$ cat src/design/roma_delta_kernel_eval_top_defines.svh
// assertion macros shared by the delta kernel design files
`ifndef ROMA_DELTA_KERNEL_EVAL_TOP_DEFINES_SVH
`define ROMA_DELTA_KERNEL_EVAL_TOP_DEFINES_SVH

// same-cycle implication, quiet during reset
`define RDKE_ASSERT_IMP(lbl, clk, rst_n, ante, cons) \
  lbl: assert property (@(posedge clk) disable iff (!rst_n) (ante) |-> (cons)) \
    else $error("rdke implication check failed");

// next-cycle implication, quiet during reset
`define RDKE_ASSERT_NEXT(lbl, clk, rst_n, ante, cons) \
  lbl: assert property (@(posedge clk) disable iff (!rst_n) (ante) |=> (cons)) \
    else $error("rdke next-cycle check failed");

`endif

$ cat src/design/rdke_pkg.sv
// shared widths, constants and types of the delta kernel pipeline
`default_nettype none

package rdke_pkg;

  localparam int OFFSET_W = 20;
  localparam int WEIGHT_W = 16;

  // square root: radicand Q0.32 padded to an even width, root Q0.16 plus carry bit
  localparam int SQRT_RAD_W     = 34;
  localparam int SQRT_ROOT_W    = 17;
  localparam int SQRT_REM_W     = 20;
  localparam int SQRT_STEPS     = 17;
  localparam int SQRT_PER_STAGE = 2;
  localparam int SQRT_STAGES    = (SQRT_STEPS + SQRT_PER_STAGE - 1) / SQRT_PER_STAGE;

  // outer branch numerator scaled to 2^16 units
  localparam int VSH_W    = 19;
  localparam int OUTER_W  = 20;
  localparam int QUOT_N_W = 18;

  // floor(n / 3) = (n * DIV3_MUL) >> DIV3_SHIFT, exact for n < 2^19
  localparam int                    DIV3_MUL_W = 19;
  localparam int                    DIV3_SHIFT = 20;
  localparam logic [DIV3_MUL_W-1:0] DIV3_MUL   = 19'd349526;

  localparam logic [QUOT_N_W-1:0]    INNER_BIAS = 18'd65537;
  localparam logic [OUTER_W-1:0]     OUTER_BIAS = 20'd3;
  localparam logic [WEIGHT_W-1:0]    WEIGHT_MAX = 16'd43691;
  localparam logic [SQRT_ROOT_W-1:0] ROOT_MAX   = 17'd65536;

  typedef struct packed {
    logic             inner;
    logic             in_supp;
    logic [VSH_W-1:0] vsh;
  } side_t;

endpackage

`default_nettype wire

$ cat src/design/rdke_if.sv
// valid/ready channel interfaces for offset items and weight items
`default_nettype none

interface rdke_in_if import rdke_pkg::*; ();
  logic                       valid;
  logic                       ready;
  logic signed [OFFSET_W-1:0] offset;

  modport source (output valid, output offset, input ready);
  modport sink   (input valid, input offset, output ready);
endinterface

interface rdke_out_if import rdke_pkg::*; ();
  logic                valid;
  logic                ready;
  logic [WEIGHT_W-1:0] weight;
  logic                in_support;

  modport source (output valid, output weight, output in_support, input ready);
  modport sink   (input valid, input weight, input in_support, output ready);
endinterface

`default_nettype wire

$ cat src/design/roma_delta_kernel_eval_top.sv
// three-point delta kernel evaluator, top level
//
//   channel  dir  payload                          handshake
//   in_i     in   offset  s20 Q3.16 (FRAC_BITS)    valid/ready
//   out_o    out  weight  u16 Q0.16, in_support    valid/ready
//
// one item per cycle sustained while the output takes items
// four front stages, nine root stages of two bits each (one in the last), two back stages
// every stage carries its own valid bit and loads only when the next one can take it
// a stalled output lets the pipeline fill up its empty stages before input stalls
// reset clears the valid bits only, the block keeps no state between items
`default_nettype none
`include "roma_delta_kernel_eval_top_defines.svh"

module roma_delta_kernel_eval_top import rdke_pkg::*; #(
  parameter int FRAC_BITS = 16
) (
  input  logic       clk_i,
  input  logic       rst_ni,
  rdke_in_if.sink    in_i,
  rdke_out_if.source out_o
);

  // front to root
  logic                   fr_valid, fr_ready;
  logic [SQRT_RAD_W-1:0]  fr_rad;
  side_t                  fr_side;

  // root to back end
  logic                   sq_valid, sq_ready;
  logic [SQRT_ROOT_W-1:0] sq_root;
  logic [SQRT_REM_W-1:0]  sq_rem;
  side_t                  sq_side;

  // magnitude, region test, branch distance, square and radicand
  rdke_front #(
    .FRAC_BITS (FRAC_BITS)
  ) u_front (
    .clk_i    (clk_i),
    .rst_ni   (rst_ni),
    .valid_i  (in_i.valid),
    .ready_o  (in_i.ready),
    .offset_i (in_i.offset),
    .valid_o  (fr_valid),
    .ready_i  (fr_ready),
    .rad_o    (fr_rad),
    .side_o   (fr_side)
  );

  // square root of the Q0.32 radicand, flags and numerator ride alongside
  rdke_sqrt u_sqrt (
    .clk_i   (clk_i),
    .rst_ni  (rst_ni),
    .valid_i (fr_valid),
    .ready_o (fr_ready),
    .rad_i   (fr_rad),
    .side_i  (fr_side),
    .valid_o (sq_valid),
    .ready_i (sq_ready),
    .root_o  (sq_root),
    .rem_o   (sq_rem),
    .side_o  (sq_side)
  );

  // rounding, constant division and the output register
  rdke_post u_post (
    .clk_i        (clk_i),
    .rst_ni       (rst_ni),
    .valid_i      (sq_valid),
    .ready_o      (sq_ready),
    .root_i       (sq_root),
    .rem_i        (sq_rem),
    .side_i       (sq_side),
    .valid_o      (out_o.valid),
    .ready_i      (out_o.ready),
    .weight_o     (out_o.weight),
    .in_support_o (out_o.in_support)
  );

  // outside the support the weight is zero
  `RDKE_ASSERT_IMP(a_zero_outside, clk_i, rst_ni, out_o.valid && !out_o.in_support, out_o.weight == '0)
  // the kernel peaks at the origin
  `RDKE_ASSERT_IMP(a_weight_peak, clk_i, rst_ni, out_o.valid, out_o.weight <= WEIGHT_MAX)
  // with the sink taking items the whole chain is open
  `RDKE_ASSERT_IMP(a_ready_chain, clk_i, rst_ni, out_o.ready, in_i.ready)

endmodule

`default_nettype wire

$ cat src/design/rdke_front.sv
// front stages: magnitude and region, branch distance, square, radicand
`default_nettype none

module rdke_front import rdke_pkg::*; #(
  parameter int FRAC_BITS = 16
) (
  input  logic                       clk_i,
  input  logic                       rst_ni,
  input  logic                       valid_i,
  output logic                       ready_o,
  input  logic signed [OFFSET_W-1:0] offset_i,
  output logic                       valid_o,
  input  logic                       ready_i,
  output logic [SQRT_RAD_W-1:0]      rad_o,
  output side_t                      side_o
);

  localparam int CW    = (FRAC_BITS + 2 > OFFSET_W + 1) ? FRAC_BITS + 2 : OFFSET_W + 1;
  localparam int UW    = (FRAC_BITS < OFFSET_W) ? FRAC_BITS : OFFSET_W;
  localparam int VW    = CW + 1;
  localparam int VEW   = VW + 16;
  localparam int VSHL  = (FRAC_BITS <= 16) ? 16 - FRAC_BITS : 0;
  localparam int VSHR  = (FRAC_BITS > 16) ? FRAC_BITS - 16 : 0;
  localparam int DW    = 2 * FRAC_BITS + 1;
  localparam int TW    = 2 * UW + 2;
  localparam int EW    = DW + 32;
  localparam int QSHL  = (FRAC_BITS <= 16) ? 32 - 2 * FRAC_BITS : 0;
  localparam int QSHR  = (FRAC_BITS > 16) ? 2 * FRAC_BITS - 32 : 0;

  localparam logic [CW-1:0] ONE_C   = CW'(1) << FRAC_BITS;
  localparam logic [CW-1:0] HALF_C  = CW'(1) << (FRAC_BITS - 1);
  localparam logic [CW-1:0] LIMIT_C = CW'(3) << (FRAC_BITS - 1);
  localparam logic [VW-1:0] FIVE_C  = VW'(5) << FRAC_BITS;
  localparam logic [DW-1:0] ONE2_C  = DW'(1) << (2 * FRAC_BITS);

  logic s1_v_q, s2_v_q, s3_v_q, s4_v_q;
  logic rdy1, rdy2, rdy3, rdy4;

  // stage 1: magnitude and region
  logic [OFFSET_W-1:0] mag;
  logic [CW-1:0]       mag_ext;
  logic                inner_d, inside_d;
  logic [OFFSET_W-1:0] s1_a_q;
  logic                s1_inner_q, s1_inside_q;

  assign mag      = offset_i[OFFSET_W-1] ? (~$unsigned(offset_i) + 1'b1) : $unsigned(offset_i);
  assign mag_ext  = CW'(mag);
  assign inner_d  = (mag_ext <= HALF_C);
  assign inside_d = (mag_ext <= LIMIT_C);

  // stage 2: distance to the branch centre and the scaled outer numerator
  logic [CW-1:0]  a_ext, u_full;
  logic [UW-1:0]  u_d, s2_u_q;
  logic [VW-1:0]  v;
  logic [VEW-1:0] v_ext;
  side_t          s2_side_d, s2_side_q;

  assign a_ext  = CW'(s1_a_q);
  assign u_full = s1_inner_q ? a_ext :
                  ((a_ext >= ONE_C) ? (a_ext - ONE_C) : (ONE_C - a_ext));
  assign u_d    = u_full[UW-1:0];
  assign v      = FIVE_C - ((VW'(a_ext) << 1) + VW'(a_ext));
  assign v_ext  = (VEW'(v) << VSHL) >> VSHR;

  always_comb begin
    s2_side_d.inner   = s1_inner_q;
    s2_side_d.in_supp = s1_inside_q;
    s2_side_d.vsh     = v_ext[VSH_W-1:0];
  end

  // stage 3: square
  logic [2*UW-1:0] u2_d, s3_u2_q;
  side_t           s3_side_q;

  assign u2_d = s2_u_q * s2_u_q;

  // stage 4: radicand 1 - 3u^2 brought to Q0.32
  logic [TW-1:0]         tu;
  logic [DW-1:0]         d;
  logic [EW-1:0]         r_ext;
  logic [SQRT_RAD_W-1:0] s4_rad_q;
  side_t                 s4_side_q;

  assign tu    = (TW'(s3_u2_q) << 1) + TW'(s3_u2_q);
  assign d     = ONE2_C - DW'(tu);
  assign r_ext = (EW'(d) << QSHL) >> QSHR;

  // bubble-collapsing ready chain
  assign rdy4    = !s4_v_q || ready_i;
  assign rdy3    = !s3_v_q || rdy4;
  assign rdy2    = !s2_v_q || rdy3;
  assign rdy1    = !s1_v_q || rdy2;
  assign ready_o = rdy1;

  always_ff @(posedge clk_i or negedge rst_ni) begin
    if (!rst_ni) begin
      s1_v_q <= 1'b0;
      s2_v_q <= 1'b0;
      s3_v_q <= 1'b0;
      s4_v_q <= 1'b0;
    end else begin
      if (rdy1) s1_v_q <= valid_i;
      if (rdy2) s2_v_q <= s1_v_q;
      if (rdy3) s3_v_q <= s2_v_q;
      if (rdy4) s4_v_q <= s3_v_q;
    end
  end

  always_ff @(posedge clk_i) begin
    if (rdy1 && valid_i) begin
      s1_a_q      <= mag;
      s1_inner_q  <= inner_d;
      s1_inside_q <= inside_d;
    end
    if (rdy2 && s1_v_q) begin
      s2_u_q    <= u_d;
      s2_side_q <= s2_side_d;
    end
    if (rdy3 && s2_v_q) begin
      s3_u2_q   <= u2_d;
      s3_side_q <= s2_side_q;
    end
    if (rdy4 && s3_v_q) begin
      s4_rad_q  <= r_ext[SQRT_RAD_W-1:0];
      s4_side_q <= s3_side_q;
    end
  end

  assign valid_o = s4_v_q;
  assign rad_o   = s4_rad_q;
  assign side_o  = s4_side_q;

endmodule

`default_nettype wire

$ cat src/design/rdke_sqrt.sv
// pipelined digit-by-digit square root, two result bits per stage, one in the last
`default_nettype none
`include "roma_delta_kernel_eval_top_defines.svh"

module rdke_sqrt import rdke_pkg::*; (
  input  logic                   clk_i,
  input  logic                   rst_ni,
  input  logic                   valid_i,
  output logic                   ready_o,
  input  logic [SQRT_RAD_W-1:0]  rad_i,
  input  side_t                  side_i,
  output logic                   valid_o,
  input  logic                   ready_i,
  output logic [SQRT_ROOT_W-1:0] root_o,
  output logic [SQRT_REM_W-1:0]  rem_o,
  output side_t                  side_o
);

  logic                   v_q    [SQRT_STAGES];
  logic [SQRT_RAD_W-1:0]  rad_q  [SQRT_STAGES];
  logic [SQRT_ROOT_W-1:0] root_q [SQRT_STAGES];
  logic [SQRT_REM_W-1:0]  rem_q  [SQRT_STAGES];
  side_t                  side_q [SQRT_STAGES];
  logic                   rdy    [SQRT_STAGES+1];

  assign rdy[SQRT_STAGES] = ready_i;

  for (genvar g = 0; g < SQRT_STAGES; g++) begin : g_stage
    localparam int LEFT  = SQRT_STEPS - g * SQRT_PER_STAGE;
    localparam int NSTEP = (LEFT < SQRT_PER_STAGE) ? LEFT : SQRT_PER_STAGE;

    logic                   vin;
    logic [SQRT_RAD_W-1:0]  rad_in, rad_d;
    logic [SQRT_ROOT_W-1:0] root_in, root_d;
    logic [SQRT_REM_W-1:0]  rem_in, rem_d;
    side_t                  side_in;

    if (g == 0) begin : g_first
      assign vin     = valid_i;
      assign rad_in  = rad_i;
      assign root_in = '0;
      assign rem_in  = '0;
      assign side_in = side_i;
    end else begin : g_next
      assign vin     = v_q[g-1];
      assign rad_in  = rad_q[g-1];
      assign root_in = root_q[g-1];
      assign rem_in  = rem_q[g-1];
      assign side_in = side_q[g-1];
    end

    always_comb begin : p_step
      logic [SQRT_REM_W-1:0] rem_s;
      logic [SQRT_REM_W-1:0] trial;
      rad_d  = rad_in;
      root_d = root_in;
      rem_d  = rem_in;
      rem_s  = '0;
      trial  = '0;
      for (int i = 0; i < NSTEP; i++) begin
        rem_s = (rem_d << 2) | SQRT_REM_W'(rad_d[SQRT_RAD_W-1 -: 2]);
        trial = (SQRT_REM_W'(root_d) << 2) | SQRT_REM_W'(1);
        if (rem_s >= trial) begin
          rem_d  = rem_s - trial;
          root_d = (root_d << 1) | SQRT_ROOT_W'(1);
        end else begin
          rem_d  = rem_s;
          root_d = root_d << 1;
        end
        rad_d = rad_d << 2;
      end
    end

    assign rdy[g] = !v_q[g] || rdy[g+1];

    always_ff @(posedge clk_i or negedge rst_ni) begin
      if (!rst_ni) begin
        v_q[g] <= 1'b0;
      end else if (rdy[g]) begin
        v_q[g] <= vin;
      end
    end

    always_ff @(posedge clk_i) begin
      if (rdy[g] && vin) begin
        rad_q[g]  <= rad_d;
        root_q[g] <= root_d;
        rem_q[g]  <= rem_d;
        side_q[g] <= side_in;
      end
    end
  end

  assign ready_o = rdy[0];
  assign valid_o = v_q[SQRT_STAGES-1];
  assign root_o  = root_q[SQRT_STAGES-1];
  assign rem_o   = rem_q[SQRT_STAGES-1];
  assign side_o  = side_q[SQRT_STAGES-1];

  // remainder of a finished root never exceeds twice the root
  `RDKE_ASSERT_IMP(a_sqrt_rem_bound, clk_i, rst_ni, valid_o, rem_o <= (SQRT_REM_W'(root_o) << 1))
  // inside the support the radicand is at most 2^32, so the root is at most 2^16
  `RDKE_ASSERT_IMP(a_sqrt_root_max, clk_i, rst_ni, valid_o && side_o.in_supp, root_o <= ROOT_MAX)
  // a held last stage keeps its root
  `RDKE_ASSERT_NEXT(a_sqrt_hold, clk_i, rst_ni, valid_o && !ready_i, valid_o && $stable(root_o))

endmodule

`default_nettype wire

$ cat src/design/rdke_post.sv
// back stages: root rounding, branch numerator, divide by three, output register
`default_nettype none

module rdke_post import rdke_pkg::*; (
  input  logic                   clk_i,
  input  logic                   rst_ni,
  input  logic                   valid_i,
  output logic                   ready_o,
  input  logic [SQRT_ROOT_W-1:0] root_i,
  input  logic [SQRT_REM_W-1:0]  rem_i,
  input  side_t                  side_i,
  output logic                   valid_o,
  input  logic                   ready_i,
  output logic [WEIGHT_W-1:0]    weight_o,
  output logic                   in_support_o
);

  localparam int PROD_W = QUOT_N_W + DIV3_MUL_W;

  logic                   a_v_q, b_v_q;
  logic                   rdy_a, rdy_b;
  logic [SQRT_ROOT_W-1:0] s;
  logic [OUTER_W-1:0]     w;
  logic [QUOT_N_W-1:0]    n_d, a_n_q;
  logic                   zero_d, a_zero_q, a_inside_q;
  logic [PROD_W-1:0]      prod;
  logic [WEIGHT_W-1:0]    weight_d, b_weight_q;
  logic                   b_inside_q;

  // nearest-integer root, then the numerator to be divided by three
  assign s      = root_i + SQRT_ROOT_W'(rem_i > SQRT_REM_W'(root_i));
  assign w      = OUTER_W'(side_i.vsh) + OUTER_BIAS - OUTER_W'(s);
  assign n_d    = side_i.inner ? (QUOT_N_W'(s) + INNER_BIAS) : w[QUOT_N_W:1];
  // outside the support, or with an outer numerator below zero, the weight clamps to zero
  assign zero_d = !side_i.in_supp || (!side_i.inner && w[OUTER_W-1]);

  assign prod     = PROD_W'(a_n_q) * PROD_W'(DIV3_MUL);
  assign weight_d = a_zero_q ? '0 : prod[DIV3_SHIFT +: WEIGHT_W];

  assign rdy_b   = !b_v_q || ready_i;
  assign rdy_a   = !a_v_q || rdy_b;
  assign ready_o = rdy_a;

  always_ff @(posedge clk_i or negedge rst_ni) begin
    if (!rst_ni) begin
      a_v_q <= 1'b0;
      b_v_q <= 1'b0;
    end else begin
      if (rdy_a) a_v_q <= valid_i;
      if (rdy_b) b_v_q <= a_v_q;
    end
  end

  always_ff @(posedge clk_i) begin
    if (rdy_a && valid_i) begin
      a_n_q      <= n_d;
      a_zero_q   <= zero_d;
      a_inside_q <= side_i.in_supp;
    end
    if (rdy_b && a_v_q) begin
      b_weight_q <= weight_d;
      b_inside_q <= a_inside_q;
    end
  end

  assign valid_o      = b_v_q;
  assign weight_o     = b_weight_q;
  assign in_support_o = b_inside_q;

endmodule

`default_nettype wire

$ cat src/flat_wrapper.sv
// flat-port wrapper written by rule: the top's interface ports become plain ports
module roma_delta_kernel_eval_top_flat import rdke_pkg::*;
#(
  parameter int FRAC_BITS = 16
)
  (clk_i, rst_ni, in_i_valid, in_i_offset, in_i_ready, out_o_valid, out_o_weight, out_o_in_support, out_o_ready);
  rdke_in_if in_i_i ();
  rdke_out_if out_o_i ();
  input  logic clk_i;
  input  logic rst_ni;
  input wire logic [$bits(in_i_i.valid)-1:0] in_i_valid;
  input wire logic [$bits(in_i_i.offset)-1:0] in_i_offset;
  output wire logic [$bits(in_i_i.ready)-1:0] in_i_ready;
  output wire logic [$bits(out_o_i.valid)-1:0] out_o_valid;
  output wire logic [$bits(out_o_i.weight)-1:0] out_o_weight;
  output wire logic [$bits(out_o_i.in_support)-1:0] out_o_in_support;
  input wire logic [$bits(out_o_i.ready)-1:0] out_o_ready;
  assign in_i_i.valid = in_i_valid;
  assign in_i_i.offset = in_i_offset;
  assign in_i_ready = in_i_i.ready;
  assign out_o_valid = out_o_i.valid;
  assign out_o_weight = out_o_i.weight;
  assign out_o_in_support = out_o_i.in_support;
  assign out_o_i.ready = out_o_ready;
  roma_delta_kernel_eval_top #(.FRAC_BITS(FRAC_BITS)) u_core (.clk_i(clk_i), .rst_ni(rst_ni), .in_i(in_i_i), .out_o(out_o_i));
endmodule
$ cat config.mk
export PLATFORM = sky130hd
export DESIGN_NAME = roma_delta_kernel_eval_top_flat
export DESIGN_NICKNAME = d
export VERILOG_FILES = /design/src/design/rdke_pkg.sv /design/src/design/rdke_if.sv /design/src/design/roma_delta_kernel_eval_top.sv /design/src/design/rdke_front.sv /design/src/design/rdke_sqrt.sv /design/src/design/rdke_post.sv /design/src/flat_wrapper.sv
export VERILOG_INCLUDE_DIRS = /design/src /design/src/design
export SDC_FILE = /design/constraint.sdc
export NUM_CORES = 2
export LEC_CHECK = 0
export BUFFER_PORTS_ARGS = -buffer_cell sky130_fd_sc_hd__buf_2
export CORE_ASPECT_RATIO = 0.6
export CORE_UTILIZATION = 50
export CTS_BUF_LIST = sky130_fd_sc_hd__clkbuf_4
export DETAILED_ROUTE_END_ITERATION = 10
export GPL_TIMING_DRIVEN = 0
export PLACE_DENSITY = 0.65
export SLEW_MARGIN = 15
export SYNTH_ARGS = -nofsm -noshare
export SYNTH_HDL_FRONTEND = slang
export SYNTH_SLANG_ARGS = --single-unit
$ cat constraint.sdc
create_clock -name clk_i -period 17.9 [get_ports clk_i]
set_input_delay 3.58 -clock clk_i [delete_from_list [all_inputs] [get_ports clk_i]]
set_output_delay 3.58 -clock clk_i [all_outputs]
set_load 0.05 [all_outputs]
## Yosys cells after proc, flatten, opt, wreduce, memory -nomap -nowiden

Memory sizes are Yosys's and may differ from the RTL's.
Index checks and enable logic that the tools add are counted.

- Input bits: 24
- Output and inout bits: 19
- Memories kept: 4
- Bits in registers: 218
- Memory bits (writable): 810
- Word-level logic and storage cells: 212

- Bitwise gates (word level): 17
- $add $sub $neg: 28
- Mux-type cells: 56
- $mul: 2
- Reductions and logical operators: 49
- Magnitude comparators: 21

Memory list:

| name | words | width | rd ports | clocked after Yosys merged registers in | write ports | RTL line | source |
|---|---|---|---|---|---|---|---|
| u_core.u_sqrt.rad_q | 9 | 32 | 8 | 0 | 9 | rdke_sqrt.sv:20 | `logic [SQRT_RAD_W-1:0] rad_q [SQRT_STAGES];` |
| u_core.u_sqrt.side_q | 9 | 21 | 9 | 0 | 9 | rdke_sqrt.sv:23 | `side_t side_q [SQRT_STAGES];` |
| u_core.u_sqrt.rem_q | 9 | 20 | 9 | 0 | 9 | rdke_sqrt.sv:22 | `logic [SQRT_REM_W-1:0] rem_q [SQRT_STAGES];` |
| u_core.u_sqrt.root_q | 9 | 17 | 9 | 0 | 9 | rdke_sqrt.sv:21 | `logic [SQRT_ROOT_W-1:0] root_q [SQRT_STAGES];` |

Operators with widths:

| operator | number |
|---|---|
| 20-bit by 2-bit bitwise OR with 20-bit output | 16 |
| 20-bit by 19-bit >= comparator with 1-bit output | 15 |
| 20-bit two-way mux | 10 |
| 18-bit two-way mux | 9 |
| 20-bit by 19-bit subtractor with 20-bit output | 8 |
| 18-bit subtractor | 7 |
| 18-bit by 18-bit multiplier with 35-bit output, second input constant | 1 |
| 1-bit two-way mux | 35 |
| 33-bit by 32-bit adder with 33-bit output | 1 |
| 33-bit subtractor, first input constant | 1 |
| 16-bit by 16-bit multiplier with 32-bit output | 1 |
| 16-bit two-way mux | 2 |
| 19-bit by 2-bit adder with 20-bit output, second input constant | 1 |
| 20-bit by 1-bit adder with 20-bit output, second input constant | 1 |
| 20-bit by 17-bit >= comparator with 1-bit output, second input constant | 1 |
| 20-bit by 3-bit >= comparator with 1-bit output | 1 |
| 20-bit by 17-bit greater-than comparator with 1-bit output | 1 |
| 20-bit by 16-bit less-or-equal comparator with 1-bit output, second input constant | 1 |
| 20-bit by 17-bit less-or-equal comparator with 1-bit output, second input constant | 1 |
| 20-bit NOT | 1 |
| 20-bit by 17-bit subtractor with 20-bit output | 1 |
| 20-bit by 3-bit subtractor with 20-bit output | 1 |
| 19-bit adder | 1 |
| 19-bit subtractor, first input constant | 1 |
| other kinds (9) | 55 |

## Depth between registers and ports, before layout

- Depth after elaboration: 17
- Gate-level depth with buffers: 30
- Gate-level depth less buffers: 29

## Hierarchy

From an unflattened synthesis, not the netlist that was laid out.

- Cells, all modules: 5078
- Area total of the unflattened synthesis: 55318.1 um2

Modules (own cells, without submodules):

| module | times used | seq. area each (um2) | area each (um2) | cells an instance |
|---|---|---|---|---|
| rdke_sqrt | 1 | 17101.4 | 29075.4 | 2407 |
| rdke_front | 1 | 4934.7 | 16582.2 | 1630 |
| rdke_post | 1 | 1161.1 | 9660.5 | 1041 |

## Least setup slack after synthesis

Ideal clock, no wire load.

- Path type: input -> output
- From: in out_o_ready
- To: out in_i_ready
- Path slack: 9035 ps
- Arrival time: 5285 ps
- Path buffers: 0
- Data required time: 14320 ps
- Stages on the path: 9
- Cell sequence: nor2b_1 > nand3_1 > nor2_1 > and2_1 > nand2_1 > nor2_1 > and3_1 > and3_1 > nand3_1

- Cells in the longest elaborated chain, start to end: 15

Ends and longest elaborated chain:

| element | RTL line | source |
|---|---|---|
| from (decl) | flat_wrapper.sv:17 | `input wire logic [$bits(out_o_i.ready)-1:0] out_o_ready;` |
| 1-bit logical OR | rdke_post.sv:40 | `assign rdy_b = !b_v_q \|\| ready_i;` |
| 1-bit logical OR | rdke_post.sv:41 | `assign rdy_a = !a_v_q \|\| rdy_b;` |
| 1-bit logical OR (9 in a row) | rdke_sqrt.sv:74 | `assign rdy[g] = !v_q[g] \|\| rdy[g+1];` |
| 1-bit logical OR | rdke_front.sv:89 | `assign rdy4 = !s4_v_q \|\| ready_i;` |
| 1-bit logical OR | rdke_front.sv:90 | `assign rdy3 = !s3_v_q \|\| rdy4;` |
| 1-bit logical OR | rdke_front.sv:91 | `assign rdy2 = !s2_v_q \|\| rdy3;` |
| 1-bit logical OR | rdke_front.sv:92 | `assign rdy1 = !s1_v_q \|\| rdy2;` |
| to (decl) | flat_wrapper.sv:13 | `output wire logic [$bits(in_i_i.ready)-1:0] in_i_ready;` |

No other way between the ends.

## Worst setup path in the final report

Ends and elaborated chain as after synthesis.

==> summary.md <==
| Metric | Value |
|---|---|
| Status | `complete, no violations` |
| Placer congestion estimate | `0.906` |
| Setup violators final | `0` |
| Min cycle time layout | `10.02 ns` |
| Most frequent cells after synthesis | `edfxtp_1, inv_1, ha_1` |
| Critical path required time | `14.32 ns` |
| Biggest area consumer among synthesized cells | `edfxtp_1` |
| Placed Instances | `6,232` |
| Overall Global Routing Usage | `22.7%` |
| Routed length per placed instance | `18.4 um` |
| Final period utilization | `56.0%` |
| Die Area | `0.107 mm2` |
| Hold path depth | `0` |
| Slew Limit Fails | `0` |
| Post_cts resized | `0` |
| Latest clock arrival within the worst-skew pair | `1.15 ns` |
| Most used DFF post-synth | `edfxtp_1` |
| Mapped cell area | `0.0531 mm2` |
| Register area share after synthesis | `42.5%` |
| Clk root buf | `clkbuf_4` |
| Post-synth EDFFs | `739` |
| Fill cells | `9,081` |
| Syn. warnings | `0` |
| Number of clock sinks | `754` |
| # Post-CTS Setup Buffers | `0` |
| DR vias/cell | `5.39` |
| Placed Area | `0.0555 mm2` |
| Crit path buffers/inverters | `2` |
| Worst hold slack | `0.347 ns` |
| Worst reg2reg path depth | `22` |
| Layout area overhead | `8.69%` |
| Synth cell types | `105` |
| Share of the synthesized area in the top cell type | `41.8%` |
| Port Buf Inserts | `42` |
| Antenna violation net count after detailed routing | `0` |
| Avg Synthesized Cell Area | `11.1 um2` |
| Crit path kind | `input pin to output port` |
| Chip height | `254 um` |
| CP Capture Type | `output port` |
| DRC Markers | `0` |
| Worst-path clk slew | `0.07 ns` |
| Skew final | `0.133 ns` |
| Via count | `35,300` |
| Core area | `0.105 mm2` |
| Hold-fix buffers, CTS | `0` |
| Gate count of the mapped netlist | `4,764` |
| MaxCap Viol Count | `0` |
| FFs w/ async S/R, synth | `1.99%` |
| Synth top area cells | `edfxtp_1, ha_1, fa_1, inv_1, xnor2_1` |
| DRT iter0 DRCs | `3,143` |
| Gr ovfl total | `0` |
| Crit. path cell count | `11` |
| Max Fclk | `0.0998 GHz` |
| Cell Chain, Critical Path | `buf_2, nor2b_1, nand3_1, nor2_1, and2_1, nand2_1, nor2_1, and3_1, and3_1, nand3_1, buf_2` |
| First-pass DRT Iterations | `5` |
| CP arrival | `6.44 ns` |
| Chip width | `423 um` |
| Top-count cell post-synth | `edfxtp_1` |
| Tightest Pin Transition | `1.34 ns` |
| Setup TNS | `0 ns` |
| Final hold vios | `0` |
| CP max FO | `6` |
| Vias in the first global route | `33,800` |
| Final nets | `5,858` |
| Deepest clock path buffer count | `3` |
| Initial Utilization | `50.5%` |
| Cell family with the largest share of critical-path delay | `simple AND/OR/NAND/NOR gates` |
| Synthesized net count | `5,623` |
| Routed wire length | `121,000 um` |
| RSZ-0062 raised after global routing | `false` |
| Slowest cell on crit path | `nor2b_1` |
| Critical Path Max Stage Delay | `0.40 ns` |
| Pin count of the biggest net entering global routing | `59` |
| CTS tree | `built` |
| Share of layout cells above drive strength 1 | `9.39%` |
| Setup crit start kind | `input pin` |
| I/O pins | `43` |
| Initial antenna violation count | `4` |
| DP HPWL | `95,400 um` |
| CTS H-tree lvls | `4` |
| Register bit count reported by yosys | `754` |
| Worst Hold Class | `flop to flop` |
| CTS Buf Count | `175` |
| First-pass GRT wire length | `189,000 um` |
| FP Rows | `92` |
| Finished Cell Area | `0.0577 mm2` |
| Non-filler cells, final | `6,544` |
| Slew headroom | `9.72%` |
==> layout by cell type (no fill, tap or decap), types with 32 or more instances in the layout <==
cell type	instances
a211oi_1	44
a21o_1	93
a21oi_1	258
and2_1	81
and3_1	32
buf_2	54
clkbuf_1	45
clkbuf_4	256
edfxtp_1	739
fa_1	278
ha_1	557
inv_1	705
nand2_1	282
nand2b_1	50
nand3_1	93
nand4_1	34
nor2_1	262
nor2b_1	45
nor3_1	74
o21a_1	52
o21ai_0	182
or2_2	33
or3_1	32
xnor2_1	241
xor2_1	105
==> through the flow <==
stage | setup WS [ns] | util [%]
floorplan | 9.03 | -
global placement | 6.74 | 52.4
detailed placement | 7.93 | 52.8
CTS | 7.91 | 54.8
global route | 7.69 | 54.9
finish | 7.88 | 54.9
==> metal layers <==
metal,track usage [%],up-vias,part of all wire (%)
li1,-,17300,-
met1,37.5,16700,54
met2,28.2,1153,36
met3,6.34,117,9.1
met4,5.10,2,1.2
met5,0,-,0.011
==> registers in the layout, indices dropped and copies added, names as in the netlist, 8 cells and up <==
signal and flops:
u_core.u_sqrt.side_q 189, u_core.u_sqrt.rem_q 151, u_core.u_sqrt.rad_q 112, u_core.u_sqrt.root_q 89, u_core.u_front.rad_o 31, u_core.u_front.s3_u2_q 31
u_core.u_front.side_o 21, u_core.u_front.s1_a_q 20, u_core.u_front.s2_side_q 20, u_core.u_front.s3_side_q 20, u_core.u_post.a_n_q 18, u_core.u_front.s2_u_q 16
u_core.u_post.weight_o 16, u_core.u_sqrt.g_stage.vin 8
==> layout make-up <==
cell class                 count  area [um2]  share of cell area [%]
multi-input combinational   3233       27600                    47.8
clock inverter                47         270                   0.469
antenna                        9        22.5                  0.0391
buffer                        68         300                   0.521
inverter                     709        2670                    4.62
tap                         1410        1760                    3.06
timing repair buffer          58         562                   0.974
clock buffer                 256        1920                    3.33
sequential                   754       22600                    39.1
==> worst paths after layout <==
path / slack, ns / to / startpoint
min in group asynchronous: 2.38 / u_core.u_sqrt.g_stage[8].vin / rst_ni
max in group asynchronous: 15.11 / u_core.u_front.s2_v_q / rst_ni
min: 0.35 / u_core.u_sqrt.side_q[2][11] / u_core.u_sqrt.side_q[1][11]
max reg2reg: 10.61 / u_core.u_front.s3_u2_q[31] / u_core.u_front.s2_u_q[4]
max: 7.88 / in_i_ready / out_o_ready
min reg2reg: 0.35 / u_core.u_sqrt.side_q[2][11] / u_core.u_sqrt.side_q[1][11]
==> kinds of logic (layout without fill, tap and decap cells) <==
group	count (synthesis)	count (layout)	synth area share (%)
mux	53	53	1.13
xor+xnor	346	346	5.71
simple gates	1139	1139	11.0
compound gates	860	860	10.4
flops	754	754	42.5
other cells	0	9	0
fa+ha+maj	835	835	23.6
buf+inv	777	1138	5.59
Power is not shown: default switching activity piles up to over one toggle a cycle in this logic, so the estimate is an artifact.
